### config.mk
export PLATFORM = sky130hd
export DESIGN_NAME = chme_ram
export DESIGN_NICKNAME = d
export VERILOG_FILES = /design/src/chme_ram.sv
export SDC_FILE = /design/constraint.sdc
export NUM_CORES = 1
export LEC_CHECK = 0
export ABC_CLOCK_PERIOD_IN_PS = 1900
export BUFFER_PORTS_ARGS = -buffer_cell sky130_fd_sc_hd__clkbuf_2
export CAP_MARGIN = 20
export CORE_UTILIZATION = 31
export CTS_CLUSTER_DIAMETER = 40
export DETAILED_ROUTE_END_ITERATION = 7
export GPL_ROUTABILITY_DRIVEN = 0
export PLACE_DENSITY = 0.57
export SLEW_MARGIN = 30
export SYNTH_ARGS = -nofsm -noshare
export SYNTH_HDL_FRONTEND = slang
export SYNTH_SLANG_ARGS = --single-unit
### constraint.sdc
create_clock -name clk -period 1.9 [get_ports clk]
set_clock_uncertainty 0.15 [all_clocks]
set_input_delay 0.095 -clock clk [delete_from_list [all_inputs] [get_ports clk]]
set_output_delay 0.095 -clock clk [all_outputs]
set_load 0.05 [all_outputs]
### src/chme_ram.sv
module chme_ram #(
    parameter int WIDTH = 8,
    parameter int DEPTH = 16
) (
    input  logic                     clk,
    input  logic                     we,
    input  logic [$clog2(DEPTH)-1:0] waddr,
    input  logic [WIDTH-1:0]         wdata,
    input  logic [$clog2(DEPTH)-1:0] raddr,
    output logic [WIDTH-1:0]         rdata
);

    logic [WIDTH-1:0] mem [DEPTH];

    always_ff @(posedge clk)
    begin
        if (we)
        begin
            mem[waddr] <= wdata;
        end
        rdata <= mem[raddr];
    end

endmodule

==> run metrics <==
Clk Latency, worst-skew pair=0.40 ns; Syn Nets=247; largest net degree at the start of global routing=33; Fillers=1423; Hold Vio Cnt, Final=0; DRC=0; DP Worst Slack=0.202 ns; Power Dens Cells=1110 nW/µm²; post-route ant nets=0; share of cells above drive strength 1=0.329; CP Class=reg -> reg; synthesized flop and latch total=136; MaxCap Viol Count=0; Critical Path Start Type=register; total grt overflow=0; Site Rows=46; Gate Count Post-Synth=229; Initial Util=0.321; Critical Path RT=2.03 ns; Tot Pwr=0.00707 W; dpl cell area=5680 µm²; leakage=2.17 nW; critical path arrival=1.72 ns; f_max=0.629 GHz; setup bufs post-CTS=0; Max Root-Sink Buffers=2; footprint of the multi-input gates=1060 µm²; Hold Path Class=in -> reg; Slew @ Worst Pin=0.420 ns; top cells by area, synth=edfxtp_1, mux4_2, mux4_1; Final setup viols=0; Worst Setup Slack, final=0.310 ns; DRT iter0 DRCs=292; Worst-path clk slew=0.06 ns; cell area after synthesis=5150 µm²; Yosys top cell area share=0.747; most frequent cells in the layout=edfxtp_1, clkbuf_2, buf_4; Core ar.=16100 µm²; register area=4000 µm²; Final Critical Period=1.59 ns; initial antenna violation count=0; VDD IR-drop max=0.612 mV; maximum fanout along the worst path=1; register area share after synthesis=0.778; via-per-instance ratio=4.69; Slew Limit Fails=0; syn avg cell area=22.5 µm²; outcome=finished, final reports clean; final wirelength=10.1 mm; Worst Setup End Kind=register; Initial DRT Pass Iterations=4; Yosys Warn Count=0; commonest non-fill, non-tap cell in the layout=edfxtp_1; Total GRT Usage=0.131; Die Area=17100 µm²; I/O pins=26; total negative slack=0 ns; post-route cell area=6360 µm²; CTS tree=built; fin util=0.396; PortBufs=25; Avg WL per Cell=19.2 µm; Nets=315; max_slew headroom=0.720; Die X=131 µm; Yosys cell types=19; vias in the first global route=2551; # diodes=0; total clock sinks=136; H-Tree Depth=4; root buf cell=clkbuf_16; vias=2468; Tcrit/Tclk final=0.837; RSZ-0062 raised after global routing=no; Die Ht=131 µm; Area Growth Syn to Fin=23.6%; Num CTS Buffers=17; Synth area leader=edfxtp_1; first-pass GRT wire length=15.3 mm; post-DP HPWL=6.48 mm
-- cells in the mapped netlist --
master / instances
and2b_1: 1
nand2b_1: 2
mux4_2: 18
clkdlybuf4s25_2: 3
nor2_1: 13
buf_4: 1
edfxtp_1: 128
nor2b_1: 1
nand3_1: 1
buf_6: 3
nor3_1: 4
or3b_2: 1
mux4_1: 14
nand2_1: 9
buf_2: 3
a22oi_1: 16
nand3b_1: 2
dfxtp_1: 8
and2_1: 1
-- flip-flops by register name, indices dropped and copies added (netlist names) --
register  count
mem         128
rdata         8
-- routing by layer --
layer	part of all wire	GRT usage	wire [µm]	vias to the layer above
li1	-	-	-	1112
met2	0.47	0.200	4790	86
met3	0.068	0.0423	682	2
met5	0	0	0	-
met4	0.0027	0.0325	27	0
met1	0.45	0.180	4580	1268
-- where the power goes --
group	leakage, nW	switching [W]	internal (W)
Combinational	0.656	0.000247	0.000149
Clock	0.292	0.00117	0.00213
Sequential	1.22	0.0000197	0.00336
-- area by class of cell --
class | instances | share of cell area
Clock buffer | 20 | 0.0718
Clock inverter | 12 | 0.0236
Multi-Input combinational cell | 83 | 0.166
Sequential cell | 136 | 0.629
Tap cell | 216 | 0.0425
Timing Repair Buffer | 59 | 0.0665
-- worst max-delay path, cell delays in order, from the launching register on --
cell      delay (ns)
edfxtp_1        0.36
mux4_1          0.53
a22oi_1         0.34
nand2_1         0.10
-- kinds of logic (layout without fill, tap and decap cells) --
| family | Yosys count | count (layout) | synth area share |
|---|---|---|---|
| compound gates | 16 | 16 | 0.0233 |
| buf+inv | 10 | 91 | 0.0168 |
| flops | 136 | 136 | 0.778 |
| mux | 32 | 32 | 0.150 |
| simple gates | 35 | 35 | 0.0318 |
-- metrics by stage --
stage,hold WS (ns),instances
after detailed placement,0.378,487
final,0.0296,526
after global routing,0.0257,526
after CTS,0.00302,526
after global placement,0.359,487
after floorplan,0.0439,229
-- repair_timing --
action | in CTS | in global routing
endpoints found under the hold margin | 97 | 0
hold buffers | 7 | 0
resized for setup | 0 | 0
-- worst paths after layout --
path	end	slack (ns)	startpoint	depth (start not counted)
worst min-delay path	mem[7][5]	0.03	wdata[5]	1
worst max register to register	rdata[0]	0.31	mem[1][0]	3
worst min register to register	rdata[4]	0.51	mem[15][4]	3
worst max-delay path	rdata[0]	0.31	mem[1][0]	3
No activity file was read; power rests on OpenSTA's default activity.
